===== src/swbe_pkg.sv =====
// Shared types, constants and lookup tables for the sliding window byte entropy block.
package swbe_pkg;

  // Alphabet and window geometry
  localparam int SYMBOL_COUNT = 256;
  localparam int SYM_W        = $clog2(SYMBOL_COUNT);
  localparam int WINDOW_SIZE  = 256;
  localparam int WIN_AW       = $clog2(WINDOW_SIZE);
  localparam int FILL_W       = 9;
  localparam int CNT_W        = 9;

  // Fixed-point formats
  localparam int FRAC_W   = 16;
  localparam int ENT_W    = 20;
  localparam int DPLOG_W  = 20;
  localparam int PLOG_W   = 28;
  localparam int LLR_W    = 44;
  localparam int DIVX_W   = LLR_W - FRAC_W;
  localparam int QUO_W    = 20;
  localparam int STEP_W   = $clog2(QUO_W);
  localparam logic [ENT_W-1:0] ENTROPY_MAX = ENT_W'(524288);

  // Queue between front and back
  localparam int QUEUE_DEPTH = 2;
  localparam int QPTR_W      = $clog2(QUEUE_DEPTH);
  localparam int QCNT_W      = $clog2(QUEUE_DEPTH + 1);

  typedef enum logic [0:0] {
    CMD_PUSH  = 1'b0,
    CMD_CLEAR = 1'b1
  } swbe_cmd_e;

  typedef enum logic [2:0] {
    BK_IDLE,
    BK_OLD,
    BK_NEW,
    BK_ENT,
    BK_DIV,
    BK_FIN
  } swbe_bk_state_e;

  typedef struct packed {
    logic             command;
    logic [SYM_W-1:0] data_byte;
  } swbe_in_t;

  typedef struct packed {
    logic [ENT_W-1:0]  entropy_q16;
    logic [FILL_W-1:0] window_fill;
  } swbe_out_t;

  // One classified item handed from front to back
  typedef struct packed {
    logic              clr;
    logic              drop;
    logic [SYM_W-1:0]  sym;
    logic [SYM_W-1:0]  old_sym;
    logic [FILL_W-1:0] fill;
  } swbe_op_t;

  typedef logic [DPLOG_W-1:0] dplog_tbl_t [SYMBOL_COUNT];
  typedef logic [LLR_W-1:0]   llr_tbl_t   [WINDOW_SIZE];

  // log2(k) in Q32 by repeated squaring of the mantissa
  function automatic logic [63:0] log2_q32(input logic [31:0] k);
    logic [63:0] m;
    logic [31:0] frac;
    logic [31:0] e;
    e    = '0;
    frac = '0;
    for (int i = 1; i < 32; i++) begin
      if ((k >> i) != 32'd0) e = 32'(i);
    end
    m = ({32'd0, k} << 31) >> e;
    for (int i = 0; i < 32; i++) begin
      m    = (m * m) >> 31;
      frac = {frac[30:0], 1'b0};
      if (m >= 64'h1_0000_0000) begin
        m       = m >> 1;
        frac[0] = 1'b1;
      end
    end
    if (k == 32'd0) return 64'd0;
    return {e, frac};
  endfunction

  // k*log2(k) in Q16, rounded
  function automatic logic [63:0] plog_q16(input logic [31:0] k);
    logic [63:0] p;
    p = {32'd0, k} * log2_q32(k);
    return (p + 64'd32768) >> 16;
  endfunction

  // Step of k*log2(k) from count c to c+1
  function automatic dplog_tbl_t build_dplog();
    dplog_tbl_t t;
    for (int c = 0; c < SYMBOL_COUNT; c++) begin
      t[c] = DPLOG_W'(plog_q16(32'(c + 1)) - plog_q16(32'(c)));
    end
    return t;
  endfunction

  // len*log2(len) in Q32 plus the rounding half of len*2^16, entry len-1
  function automatic llr_tbl_t build_llr();
    llr_tbl_t    t;
    logic [63:0] len;
    for (int i = 0; i < WINDOW_SIZE; i++) begin
      len  = 64'(i + 1);
      t[i] = LLR_W'(len * log2_q32(32'(i + 1)) + (len << 15));
    end
    return t;
  endfunction

  localparam dplog_tbl_t DPLOG_TBL = build_dplog();
  localparam llr_tbl_t   LLR_TBL   = build_llr();

endpackage


===== src/swbe_fifo.sv =====
// Short queue of classified items between front and back.
module swbe_fifo (
  input  logic               clk_i,
  input  logic               rst_ni,
  input  logic               push_i,
  input  swbe_pkg::swbe_op_t data_i,
  output logic               full_o,
  input  logic               pop_i,
  output swbe_pkg::swbe_op_t data_o,
  output logic               empty_o
);
  import swbe_pkg::*;

  swbe_op_t          mem_q [QUEUE_DEPTH];
  logic [QPTR_W-1:0] wr_q, rd_q;
  logic [QCNT_W-1:0] cnt_q;
  logic              do_push, do_pop;

  assign full_o  = (cnt_q == QCNT_W'(QUEUE_DEPTH));
  assign empty_o = (cnt_q == '0);
  assign do_push = push_i && !full_o;
  assign do_pop  = pop_i && !empty_o;
  assign data_o  = mem_q[rd_q];

  always_ff @(posedge clk_i) begin
    if (do_push) mem_q[wr_q] <= data_i;
  end

  // Pointers and occupancy
  always_ff @(posedge clk_i or negedge rst_ni) begin
    if (!rst_ni) begin
      wr_q  <= '0;
      rd_q  <= '0;
      cnt_q <= '0;
    end else begin
      if (do_push) begin
        wr_q <= (wr_q == QPTR_W'(QUEUE_DEPTH - 1)) ? '0 : wr_q + 1'b1;
      end
      if (do_pop) begin
        rd_q <= (rd_q == QPTR_W'(QUEUE_DEPTH - 1)) ? '0 : rd_q + 1'b1;
      end
      if (do_push && !do_pop) begin
        cnt_q <= cnt_q + 1'b1;
      end else if (do_pop && !do_push) begin
        cnt_q <= cnt_q - 1'b1;
      end
    end
  end

endmodule


===== config.mk =====
export PLATFORM = sky130hd
export DESIGN_NAME = swbe_fifo
export DESIGN_NICKNAME = d
export VERILOG_FILES = /design/src/swbe_pkg.sv /design/src/swbe_fifo.sv
export SDC_FILE = /design/constraint.sdc
export NUM_CORES = 1
export LEC_CHECK = 0
export ABC_AREA = 1
export ABC_CLOCK_PERIOD_IN_PS = 2800
export BUFFER_PORTS_ARGS = -buffer_cell sky130_fd_sc_hd__buf_4
export CAP_MARGIN = 20
export CORE_ASPECT_RATIO = 0.7
export CORE_MARGIN = 1
export CORE_UTILIZATION = 40
export CTS_BUF_LIST = sky130_fd_sc_hd__clkbuf_16
export CTS_CLUSTER_SIZE = 40
export DETAILED_ROUTE_END_ITERATION = 6
export HOLD_SLACK_MARGIN = 0.15
export SLEW_MARGIN = 10
export SYNTH_ARGS = -nofsm -noshare
export SYNTH_HDL_FRONTEND = slang
export SYNTH_SLANG_ARGS = --single-unit

===== constraint.sdc =====
create_clock -name clk_i -period 2.8 [get_ports clk_i]
set_clock_uncertainty 0.15 [all_clocks]
set_input_delay 0.42 -clock clk_i [delete_from_list [all_inputs] [get_ports clk_i]]
set_output_delay 0.42 -clock clk_i [all_outputs]
set_load 0.03 [all_outputs]

======== Word level (Yosys, flattened, before mapping) ========
Memory sizes are Yosys's and may differ from the RTL's.
Cells that the tools add are included.
cells by class
  mux-type cells .......................... 6
  add/sub/neg operators ................... 4
  reductions and logical operators ........ 10
  equality and inequality tests ........... 1
operator list
  cell                 number
  $logic_and 1x1->1    4
  $logic_not 1->1      4
  $mux 1               4
  $mux 2               2
  $add 1x1->1 const B  2
  $add 2x1->2 const B  1
  $eq 2x2->1 const B   1
  $logic_not 2->1      1
  $reduce_bool 2->1    1
  $sub 2x1->2 const B  1
word-level totals
  bits in writable memories ............... 54
  flip-flop bits (word level) ............. 4
  bits of input ports ..................... 31
  memories ................................ 1
  output and inout bits ................... 29
  word-level logic and storage cells ...... 25
memories
  memory  depth  bits a word  rd ports  clocked after Yosys merged registers in  write ports  RTL line         source
  mem_q   2      27           1         0                                        1            swbe_fifo.sv:14  swbe_op_t mem_q [QUEUE_DEPTH];

======== Logic depth before layout (Yosys ltp) ========
  depth after elaboration ................. 7
  gate-level depth with buffers ........... 9
  depth with buffers taken out ............ 9

======== Worst setup path before layout ========
Ideal clock, no wire load.
  path type ............................... register to register
  start ................................... register cnt_q[1]
  end ..................................... memory mem_q[1][0] (netlist name), enable pin
  required time ........................... 2.239 ns
  cell stages (with the launch flop) ...... 4
  period minus slack after synthesis ...... 2.296 ns
  data arrival time ....................... 1.735 ns
  slack ................................... 0.504 ns
  buffers on the path ..................... 0
  library setup time ...................... 0.411 ns
  cells stage by stage .................... dfrtp_1 > inv_1 > o21ai_0 > nor2_1
on the way
  longest elaborated chain between the ends .. 5
RTL lines
  item                          RTL line         source
  from (decl)                   swbe_fifo.sv:16  logic [QCNT_W-1:0] cnt_q;
  from (signal assigned)        swbe_fifo.sv:43  cnt_q <= cnt_q + 1'b1;
  from (signal assigned)        swbe_fifo.sv:45  cnt_q <= cnt_q - 1'b1;
  $eq 2x2->1                    swbe_fifo.sv:19  assign full_o = (cnt_q == QCNT_W'(QUEUE_DEPTH));
  $logic_not 1->1               swbe_fifo.sv:21  assign do_push = push_i && !full_o;
  $logic_and 1x1->1             swbe_fifo.sv:21
  $mux 1                        swbe_fifo.sv:26  if (do_push) mem_q[wr_q] <= data_i;
  $mux 1 (not written as such)  swbe_fifo.sv:26
  to (decl)                     swbe_fifo.sv:14
No other way between the ends.

==> flow_summary.ini <==
[timing]
slew_headroom_pct = 66.1
min_period_ps = 2020
slew_viol_final = 0
hold_viol = 0
max_clock_freq_mhz = 496
fin_tns_setup_ps = 0
setup_ws_ps = 784
rsz0062_at_grt = no
setup-violations-final = 0
worst_pin_slew_ps = 508
fin_crit_sh_pct = 72.0

[cts]
clk_pin_slew_worst_paths_ps = 50
clock_latency_ps = 320
clockRootBuffer = clkbuf_16
cts_buffers = 9
post_cts_buffers = 0
cts_hold_buf = 28
cts_tree = done
h-tree-depth = 3
clock_sinks = 58
cts_resized = 0
clk_path_buf_depth = 2

[critical_path]
cp.arrival_ps = 1450
crit_path_frequent_cell = nand2_1
rr_endpoint = mem_q[0][4]$_DFFE_PP_
cp_num_buf_inv = 2
cp_slowest_cell = dfrtp_1
cp_slowest_stage_delay_ps = 380
cp_cell_sequence = inv_2 -> nand2_1 -> nand2_1 -> buf_4
r2r-start = cnt_q[1]$_DFFE_PN0P_
cp-end-kind = output pin
worstSetupStartpointType = register
reg2regPathDepth = 6
r2r_setup_slack_ps = 1000
critical-path-top-delay-family = buffers and inverters
critPathKind = register to output pin
path_max_fanout = 28
cp.required_ps = 2230

[global_routing]
grt_max_degree = 29
antenna_found_initial = 0
grt_pass1_vias = 1484
grt_pass1_wl_microns = 6940
gr-total-overflow = 0
grt.total_usage_pct = 16.4

[floorplan]
die_width_microns = 90.5
dieArea_sq_mm = 0.00578
die_height_microns = 63.9
start_util_pct = 41.7
core_area_sq_mm = 0.00526
ios = 60
rows = 22

[route]
routed_wirelength_microns = 4200
wl_per_cell_microns = 12.1
viasPerCell = 4.35
initialDrtViolationCount = 72
drcViolationCount = 0
vias = 1504
drtAntennaViolNets = 0
first_pass_iters = 5

[finish]
diodes = 0
syn_to_final_growth_pct = 52.2
drive_above_1_share_pct = 29.9
nNetsFinal = 301
finalCoreUtilization_pct = 63.5

[synth]
synthCells = 172
synthArstFlopShare_pct = 6.90
synth_area_per_cell_sq_um = 12.7
synth_ff_type = edfxtp_1
yosys.cell_types.count = 15
synth-seq-cells = 58
synth-edff-count = 54
synth_most_common_cell = nand2_1
synth_nets = 204
yosys_warnings = 0
yosys-top-cells-count = nand2_1 (90), edfxtp_1 (54), inv_1 (7)
ys_seq_area_share_pct = 78.5
ys_top_cells_by_area = edfxtp_1 (74%), nand2_1 (15%), dfrtp_1 (4.6%)
synth_top_area_share_pct = 74.0
synth_area_sq_mm = 0.00219
yosysTopAreaCell = edfxtp_1

[min_path]
hold_class = input pin to register
worstHoldStart = pop_i
hold_depth = 3
hold_end = rd_q$_DFFE_PN0P_

[outcome]
outcome = completed

[run]
cap_violations = 0

[place]
hpwl_microns = 2580
gp_congestion = 0.789
dp_slack_ps = 974
port_buffers = 59

[pwr]
p_leak_uw = 0.00145
power_density_mw_per_mm2 = 1150
irDropWorstVdd_uv = 581
where the power goes:
group          internal (uW)  switching [uW]  total (uW)  leakage [uW]
Combinational            494             964        1460      0.000756
Sequential              1190            61.8        1250      0.000550
Clock                    773             360        1130      0.000141
worst register-to-register path, cell delays in order (launching register included):
cell     delay (ps)
dfrtp_1         400
inv_1           110
nor2_2           60
nor2_2          110
nand2_1          70
inv_1           380
buf_12          230
kinds of logic after synthesis:
group	share of synthesized area, %
flops	78.5
xor+xnor	0.400
compound gates	0.457
fa+ha+maj	0.571
buf+inv	2.85
simple gates	17.2
layout make-up:
| type | instances | area (sq um) |
|---|---|---|
| Inverter | 8 | 30.0 |
| Clock inverter | 7 | 93.8 |
| Fill cell | 413 | 1920 |
| Timing Repair Buffer | 91 | 766 |
| Tap cell | 72 | 90.1 |
| Sequential cell | 58 | 1720 |
| Multi-Input combinational cell | 101 | 410 |
| Clock buffer | 9 | 225 |
per-stage QoR:
stage	cell area (sq um)	hold WS (ps)	power, uW	std cells
after floorplan	2190	-25.6	2180	172
after global placement	2740	69.7	2700	302
after detailed placement	2740	69.9	2710	302
after CTS	3340	193	3870	346
after global routing	3340	191	4050	346
final	3340	193	3840	346
registers in the layout (all words and copies together) (netlist names):
signal / cells
rd_q: 1
mem_q: 54
wr_q: 1
cnt_q: 2
placed cells by master (no fill, tap or decap):
cell            n
dfrtp_1         4
ha_1            1
nand4_1         1
nand2_1        90
edfxtp_1       54
o21ai_0         2
inv_2           1
nand3b_1        1
dlygate4sd3_1  28
clkbuf_16       9
clkinvlp_4      4
buf_4          62
clkinv_1        1
nand3_1         1
inv_1           7
nor2_1          1
bufinv_16       2
buf_12          1
nor2_2          3
xnor2_1         1
layer usage:
| metal | up-vias | track usage [%] | wire length (microns) |
|---|---|---|---|
| met4 | 0 | 6.65 | 32 |
| met3 | 5 | 6.55 | 260 |
| li1 | 766 | - | - |
| met2 | 52 | 26.6 | 2040 |
| met5 | - | 0 | 0 |
| met1 | 681 | 19.7 | 1870 |
worst max-delay path by stage:
stage / startpoint / end / slack (ps) / depth (start not counted)
6_report: rd_q$_DFFE_PN0P_ / data_o[18] / 780 / 4
5_1_grt: rd_q$_DFFE_PN0P_ / data_o[7] / 680 / 4
4_1_cts: rd_q$_DFFE_PN0P_ / data_o[18] / 750 / 4
3_5_place_dp: push_i / mem_q[0][23]$_DFFE_PP_ / 970 / 6
3_3_place_gp: push_i / mem_q[0][12]$_DFFE_PP_ / 990 / 6
2_1_floorplan: cnt_q[1]$_DFFE_PN0P_ / mem_q[1][0]$_DFFE_PP_ / 500 / 3
Power figures use the tool's default switching activity.
