--- config.mk ---
export PLATFORM = sky130hd
export DESIGN_NAME = swbe_front
export DESIGN_NICKNAME = d
export VERILOG_FILES = /design/src/swbe_pkg.sv /design/src/swbe_ram.sv /design/src/swbe_front.sv
export SDC_FILE = /design/constraint.sdc
export NUM_CORES = 2
export LEC_CHECK = 0
export ABC_CLOCK_PERIOD_IN_PS = 2700
export BUFFER_PORTS_ARGS = -buffer_cell sky130_fd_sc_hd__buf_4
export CAP_MARGIN = 5
export CORE_MARGIN = 2
export CORE_UTILIZATION = 48
export CTS_CLUSTER_DIAMETER = 30
export CTS_CLUSTER_SIZE = 10
export DETAILED_ROUTE_END_ITERATION = 12
export PLACE_DENSITY = 0.66
export SYNTH_ARGS = -nofsm -noshare
export SYNTH_HDL_FRONTEND = slang
export SYNTH_SLANG_ARGS = --single-unit
--- constraint.sdc ---
create_clock -name clk_i -period 2.7 [get_ports clk_i]
set_input_delay 0.135 -clock clk_i [delete_from_list [all_inputs] [get_ports clk_i]]
set_output_delay 0.135 -clock clk_i [all_outputs]
set_load 0.01 [all_outputs]
--- src/swbe_pkg.sv ---
// Shared types, constants and lookup tables for the sliding window byte entropy block.
package swbe_pkg;

  // Alphabet and window geometry
  localparam int SYMBOL_COUNT = 256;
  localparam int SYM_W        = $clog2(SYMBOL_COUNT);
  localparam int WINDOW_SIZE  = 256;
  localparam int WIN_AW       = $clog2(WINDOW_SIZE);
  localparam int FILL_W       = 9;
  localparam int CNT_W        = 9;

  // Fixed-point formats
  localparam int FRAC_W   = 16;
  localparam int ENT_W    = 20;
  localparam int DPLOG_W  = 20;
  localparam int PLOG_W   = 28;
  localparam int LLR_W    = 44;
  localparam int DIVX_W   = LLR_W - FRAC_W;
  localparam int QUO_W    = 20;
  localparam int STEP_W   = $clog2(QUO_W);
  localparam logic [ENT_W-1:0] ENTROPY_MAX = ENT_W'(524288);

  // Queue between front and back
  localparam int QUEUE_DEPTH = 2;
  localparam int QPTR_W      = $clog2(QUEUE_DEPTH);
  localparam int QCNT_W      = $clog2(QUEUE_DEPTH + 1);

  typedef enum logic [0:0] {
    CMD_PUSH  = 1'b0,
    CMD_CLEAR = 1'b1
  } swbe_cmd_e;

  typedef enum logic [2:0] {
    BK_IDLE,
    BK_OLD,
    BK_NEW,
    BK_ENT,
    BK_DIV,
    BK_FIN
  } swbe_bk_state_e;

  typedef struct packed {
    logic             command;
    logic [SYM_W-1:0] data_byte;
  } swbe_in_t;

  typedef struct packed {
    logic [ENT_W-1:0]  entropy_q16;
    logic [FILL_W-1:0] window_fill;
  } swbe_out_t;

  // One classified item handed from front to back
  typedef struct packed {
    logic              clr;
    logic              drop;
    logic [SYM_W-1:0]  sym;
    logic [SYM_W-1:0]  old_sym;
    logic [FILL_W-1:0] fill;
  } swbe_op_t;

  typedef logic [DPLOG_W-1:0] dplog_tbl_t [SYMBOL_COUNT];
  typedef logic [LLR_W-1:0]   llr_tbl_t   [WINDOW_SIZE];

  // log2(k) in Q32 by repeated squaring of the mantissa
  function automatic logic [63:0] log2_q32(input logic [31:0] k);
    logic [63:0] m;
    logic [31:0] frac;
    logic [31:0] e;
    e    = '0;
    frac = '0;
    for (int i = 1; i < 32; i++) begin
      if ((k >> i) != 32'd0) e = 32'(i);
    end
    m = ({32'd0, k} << 31) >> e;
    for (int i = 0; i < 32; i++) begin
      m    = (m * m) >> 31;
      frac = {frac[30:0], 1'b0};
      if (m >= 64'h1_0000_0000) begin
        m       = m >> 1;
        frac[0] = 1'b1;
      end
    end
    if (k == 32'd0) return 64'd0;
    return {e, frac};
  endfunction

  // k*log2(k) in Q16, rounded
  function automatic logic [63:0] plog_q16(input logic [31:0] k);
    logic [63:0] p;
    p = {32'd0, k} * log2_q32(k);
    return (p + 64'd32768) >> 16;
  endfunction

  // Step of k*log2(k) from count c to c+1
  function automatic dplog_tbl_t build_dplog();
    dplog_tbl_t t;
    for (int c = 0; c < SYMBOL_COUNT; c++) begin
      t[c] = DPLOG_W'(plog_q16(32'(c + 1)) - plog_q16(32'(c)));
    end
    return t;
  endfunction

  // len*log2(len) in Q32 plus the rounding half of len*2^16, entry len-1
  function automatic llr_tbl_t build_llr();
    llr_tbl_t    t;
    logic [63:0] len;
    for (int i = 0; i < WINDOW_SIZE; i++) begin
      len  = 64'(i + 1);
      t[i] = LLR_W'(len * log2_q32(32'(i + 1)) + (len << 15));
    end
    return t;
  endfunction

  localparam dplog_tbl_t DPLOG_TBL = build_dplog();
  localparam llr_tbl_t   LLR_TBL   = build_llr();

endpackage

--- src/swbe_ram.sv ---
// Generic single-write, single-read RAM with registered read data (read-before-write).
module swbe_ram #(
  parameter int WIDTH = 8,
  parameter int DEPTH = 256
) (
  input  logic                     clk_i,
  input  logic                     we_i,
  input  logic [$clog2(DEPTH)-1:0] waddr_i,
  input  logic [WIDTH-1:0]         wdata_i,
  input  logic                     re_i,
  input  logic [$clog2(DEPTH)-1:0] raddr_i,
  output logic [WIDTH-1:0]         rdata_o
);

  logic [WIDTH-1:0] mem_q [DEPTH];
  logic [WIDTH-1:0] rdata_q;

  always_ff @(posedge clk_i) begin
    if (we_i) mem_q[waddr_i] <= wdata_i;
    if (re_i) rdata_q <= mem_q[raddr_i];
  end

  assign rdata_o = rdata_q;

endmodule

--- src/swbe_front.sv ---
// Front end: accepts beats, keeps the byte ring and fill count, fetches the byte leaving the window.
module swbe_front (
  input  logic               clk_i,
  input  logic               rst_ni,
  input  logic               push_i,
  output logic               full_o,
  input  swbe_pkg::swbe_in_t in_i,
  output logic               q_push_o,
  output swbe_pkg::swbe_op_t q_data_o,
  input  logic               q_full_i
);
  import swbe_pkg::*;

  logic [WIN_AW-1:0] wp_q, wp_d;
  logic [FILL_W-1:0] fill_q, fill_d;
  logic              stg_valid_q, stg_valid_d;
  swbe_op_t          stg_q;
  logic              accept, is_clr, win_full;
  logic [SYM_W-1:0]  old_byte;

  assign is_clr   = (in_i.command == CMD_CLEAR);
  assign win_full = (fill_q == FILL_W'(WINDOW_SIZE));
  assign full_o   = stg_valid_q && q_full_i;
  assign accept   = push_i && !full_o;

  // Ring position and fill count
  always_comb begin
    wp_d   = wp_q;
    fill_d = fill_q;
    if (accept) begin
      if (is_clr) begin
        wp_d   = '0;
        fill_d = '0;
      end else begin
        wp_d = wp_q + 1'b1;
        if (!win_full) fill_d = fill_q + 1'b1;
      end
    end
  end

  // Stage holds the beat while the leaving byte is read
  assign stg_valid_d = accept || (stg_valid_q && q_full_i);

  always_ff @(posedge clk_i or negedge rst_ni) begin
    if (!rst_ni) begin
      wp_q        <= '0;
      fill_q      <= '0;
      stg_valid_q <= 1'b0;
    end else begin
      wp_q        <= wp_d;
      fill_q      <= fill_d;
      stg_valid_q <= stg_valid_d;
    end
  end

  always_ff @(posedge clk_i) begin
    if (accept) begin
      stg_q.clr     <= is_clr;
      stg_q.drop    <= win_full && !is_clr;
      stg_q.sym     <= in_i.data_byte;
      stg_q.old_sym <= '0;
      stg_q.fill    <= fill_d;
    end
  end

  // Byte ring: the leaving byte is read at the slot being overwritten
  swbe_ram #(
    .WIDTH(SYM_W),
    .DEPTH(WINDOW_SIZE)
  ) u_win (
    .clk_i  (clk_i),
    .we_i   (accept && !is_clr),
    .waddr_i(wp_q),
    .wdata_i(in_i.data_byte),
    .re_i   (accept && !is_clr && win_full),
    .raddr_i(wp_q),
    .rdata_o(old_byte)
  );

  // Hand off to the queue
  assign q_push_o = stg_valid_q && !q_full_i;

  always_comb begin
    q_data_o         = stg_q;
    q_data_o.old_sym = old_byte;
  end

  a_clear_empties: assert property (@(posedge clk_i) disable iff (!rst_ni)
    (accept && is_clr) |=> (fill_q == '0))
    else $error("window not emptied after clear");

  a_fill_bound: assert property (@(posedge clk_i) disable iff (!rst_ni)
    fill_q <= FILL_W'(WINDOW_SIZE))
    else $error("fill count beyond window size");

endmodule

---- Word-level counts from Yosys, hierarchy flattened ----
Memory sizes are Yosys's and may differ from the RTL's. A register that Yosys moved wholly into a read port is not among the register bits.
Index checks and enable logic that the tools add are counted.
cells by class
  add/subtract/negate cells ............... 2
  muxes and demuxes ....................... 6
  reductions and logical operators ........ 10
  equality and inequality tests ........... 1
operator list
  operator             count
  $mux 9               3
  $add 9x1->9 const B  1
  $eq 9x9->1 const B   1
  $add 8x1->8 const B  1
  $mux 8               1
  $logic_and 1x1->1    6
  $logic_not 1->1      3
  $mux 1               2
  $logic_or 1x1->1     1
storage, ports and cells
  register bits ........................... 37
  output and inout port bits .............. 29
  RAM bits ................................ 2048
  logic and storage cells ................. 27
  input bits .............................. 13
  memories ................................ 1
memories
  name         depth  width  rd ports  clocked after memory_dff  write ports  line            RTL
  u_win.mem_q  256    8      1         1                         1            swbe_ram.sv:15  logic [WIDTH-1:0] mem_q [DEPTH];

---- Longest topological paths before layout ----
  depth after elaboration ................. 6
  gate-level depth with buffers ........... 9
  depth with buffers taken out ............ 7

---- By module ----
A second synthesis with hierarchy kept.
unflattened totals
  cells, all modules ...................... 3866
  area total of the unflattened synthesis .. 81205.4 um^2
modules (own cells, without submodules)
  module      cells an instance  seq. area each (um^2)  area each (um^2)  instances
  swbe_ram    3733               61739.2                79636.4           1
  swbe_front  133                1021.0                 1569.0            1

---- Worst setup path before layout ----
No wires, ideal clock.
  path kind ............................... reg-to-reg
  start point ............................. register wp_q[3]
  end point ............................... memory u_win.mem_q[223][0] (enable)
  path buffers ............................ 5
  slack ................................... 0.149 ns
  stages on the path, launching flop included .. 9
  arrival time ............................ 2.180 ns
  library setup time ...................... 0.370 ns
  period minus slack after synthesis ...... 2.551 ns
  data required time ...................... 2.330 ns
  cell sequence ........................... dfrtp_1 clkbuf_1 and2_1 clkbuf_1 clkbuf_1 buf_2 nand3_1 clkbuf_1 nor2_1
RTL lines
  element                   line              RTL
  start: declaration        swbe_front.sv:14  logic [WIN_AW-1:0] wp_q, wp_d;
  start signal: assignment  swbe_front.sv:50  wp_q <= wp_d;
  end: declaration          swbe_ram.sv:15
No word-level cell before the write port.

==> flow_summary_export.csv <==
group,metric,value,unit
run_status,status,"finished, violations left",
run_status,violations,"negative setup slack",
worst_setup_path,critical_path_class,"flop to flop",
clock_tree,cts_tree,"built",
worst_setup_path,worstSetupEndpointType,"flop",
worst_setup_path,crit_family,"compound AO/OA/AOI/OAI gates",
floorplanning,die_w,412,um
power,pwr_density_cell,928,nW/um2
yosys,synth_nets,3684,
worst_setup_path,cpMostUsedCell,"buf_4",
clock_tree,htree_levels,5,
yosys,ys_seq_elements,2093,
detailed_routing,firstDrtPassIters,8,
clock_tree,path_clk_slew,0.05,ns
grt,grt_pass1_wl,299000,um
clock_tree,cts.sinks,2093,
worst_setup_path,required,3.36,ns
yosys,synth_area,79900,um2
timing,rsz0062_at_grt,"yes",
detailed_routing,drc,0,
layout,final-instance-count-excl-fill,7030,
yosys,synth_common_cells,"edfxtp_1 (2075), mux4_2 (512), nor2_1 (270), a22oi_1 (256), clkbuf_1 (149)",
worst_setup_path,crit_buf_inv,4,
floorplanning,num_rows,149,
timing,clock_skew,0.119,ns
timing,fmax,323,MHz
floorplanning,die_area,170000,um2
clock_tree,cts-root-buf,"clkbuf_16",
yosys,synth_top_area_share,78.0,%
worst_setup_path,worstPathArrival,3.76,ns
yosys,yosysUniqueCellTypes,30,
yosys,synthArstFlopShare,0.860,%
yosys,synth-main-ff-cell,"edfxtp_1",
placed_design,gp_congestion,0.853,
floorplanning,core,165000,um2
yosys,synth_area_leader_cell,"edfxtp_1",
grt,grt.overflow.total,0,
yosys,synth-edff-count,2075,
placed_design,port_buffers,41,
worst_setup_path,cp-start-kind,"flop",
power,ir_drop,0.584,mV
power,p_leak,33.5,nW
clock_tree,clockBufferDepth,4,
layout,antenna_cells,0,
yosys,synth.top_cells.by_area,"edfxtp_1 (78%), mux4_2 (14%), a22oi_1 (2.4%)",
timing,setup_tns,-2.96,ns
timing,min_period,3.10,ns
timing,finalSetupViolCount,8,
detailed_routing,viasPerCell,6.05,
detailed_routing,ant_nets,0,
worst_setup_path,crit_path_cell_trace,"buf_12 > buf_16 > buf_4 > mux4_2 > a22oi_1 > a21oi_2 > o41ai_4 > buf_4 > nand4_1",
layout,drive_gt1_share,41.3,%
job,maxCapViolations,0,
floorplanning,start_util,48.4,%
timing,setup_ws,-0.399,ns
yosys,syn_inst,3665,
placed_design,placed_cells,6259,
yosys,yosysMostFrequentCell,"edfxtp_1",
timing,hold_violations,0,
worst_setup_path,crit_slowest_cell,"mux4_2",
yosys,synth_warnings,0,
yosys,syn_avg_cell_area,21.8,um2
detailed_routing,routed_wl,208000,um
yosys,yosysSeqAreaShare,78.5,%
placed_design,dp_hpwl,122000,um
timing,relSlewSlack,13.3,%
layout,syn_to_final_growth,28.8,%
timing,slew_violations,0,
grt,first_global_vias,43200,
timing,tightestPinTransition,1.30,ns
detailed_routing,first_iter_violations,4854,
timing,fin_crit_sh,115,%
grt,grt_max_degree,126,
floorplanning,io_pins,42,
detailed_routing,vias,42600,
detailed_routing,detail_route.wl_per_cell,29.6,um
floorplanning,die_h,412,um
grt,antenna_found_initial,1,
layout,layout.nets,4539,
worst_setup_path,max_stage_delay,0.54,ns
grt,grtUsageTotal,24.4,%
worst_setup_path,crit_fanout,8,
clock_tree,clock_latency,0.99,ns
min_path,worstHoldPathType,"input pin to flop",
clock_tree,cts_buffers,403,
-- per-stage QoR --
step	hold slack (ns)	util, %	instance area [um2]	worst slack (ns)	total power, mW
6_report	0.177	62.3	103000	-0.399	95.5
5_1_grt	0.167	62.3	103000	-0.479	98.0
4_1_cts	0.135	61.8	102000	-0.396	95.6
3_5_place_dp	0.0528	53.1	87700	-1.05	45.5
3_3_place_gp	0.0555	53.1	87700	-1.07	45.5
2_1_floorplan	-0.161	-	79900	0.149	41.5
-- cells by family (layout without fill, tap and decap cells) --
logic type,after synthesis,count (layout),share of synthesized area [%]
AO/OA/AOI/OAI,454,454,3.82
multiplexers,512,512,14.4
adder cells (fa/ha/maj),6,6,0.0939
AND/OR/NAND/NOR,360,360,1.85
buffers and inverters,240,1416,1.30
flip-flops,2093,2093,78.5
-- layout by cell type (no fill, tap or decap), types with 8 or more instances in the layout --
master / count
edfxtp_1: 2075
nor2_1: 238
nand4_1: 10
a22oi_1: 208
nand2_1: 21
mux4_2: 512
dlygate4sd3_1: 16
buf_16: 10
clkinv_2: 57
a22oi_2: 48
clkbuf_16: 412
dfrtp_1: 16
buf_8: 13
a21oi_1: 97
clkinv_4: 33
buf_4: 532
bufinv_16: 61
clkbuf_1: 27
nand2_2: 15
clkinvlp_4: 53
o41ai_2: 15
buf_6: 19
buf_12: 86
clkinv_1: 50
inv_6: 32
o21ai_0: 27
nor2_2: 29
nand3_1: 8
a21oi_2: 33
o41ai_1: 8
o41ai_4: 10
-- metal layers --
metal	up-vias	part of all wire (%)	GRT usage, %
met5	-	0	0
met1	22500	39	33.9
met4	0	3.0	8.15
met2	2223	48	38.1
met3	394	9.4	6.05
li1	17400	-	-
-- flip-flops by register name, indices dropped and copies added (netlist names) --
signal         count
fill_q             9
q_data_o          19
stg_valid_q        1
u_win.rdata_o      8
u_win.mem_q     2048
wp_q               8
-- repair_timing --
item | in CTS | in global routing
setup endpoints to repair | 26 | 101
hold buffers | 17 | 0
buffers inserted | 8 | 11
pin swaps | 9 | 13
gates resized for setup | 75 | 121
gates cloned | 2 | 7
hold endpoints to repair | 1718 | 0
-- where the power goes --
group / total, mW / internal (mW) / switching, mW
combinational: 9.76 / 4.59 / 5.17
clock: 49.8 / 33.3 / 16.5
sequential: 35.9 / 35.9 / 0.0661
-- worst paths after layout --
kind	start	end	slack, ns	cells past startpoint
max in group asynchronous	rst_ni	fill_q[8]	2.23	4
worst max-delay path	wp_q[0]	u_win.rdata_o[1]	-0.40	9
min in group asynchronous	rst_ni	wp_q[7]	0.23	4
worst min-delay path	in_i[3]	u_win.mem_q[69][3]	0.18	2
worst max register to register	wp_q[0]	u_win.rdata_o[1]	-0.40	9
worst min register to register	fill_q[8]	fill_q[8]	0.55	1
-- worst reg2reg max path: cells and delay by family (launching register included) --
kind | cells | cell delay (ns)
AOI/OAI and AO/OA | 3 | 0.91
buffers and inverters | 4 | 0.70
muxes | 1 | 0.54
DFF | 1 | 0.52
and+or+nand+nor | 1 | 0.11
-- cell type report --
class	count	area [um2]
inverters	6	22.5
well taps	2189	2740
multi-input cells	1332	17000
flip-flops and latches	2093	62800
fillers	10900	62200
clock inverters	291	3360
clock buffers	435	10300
repair buffers	684	6770
No activity file was read; power rests on OpenSTA's default activity.
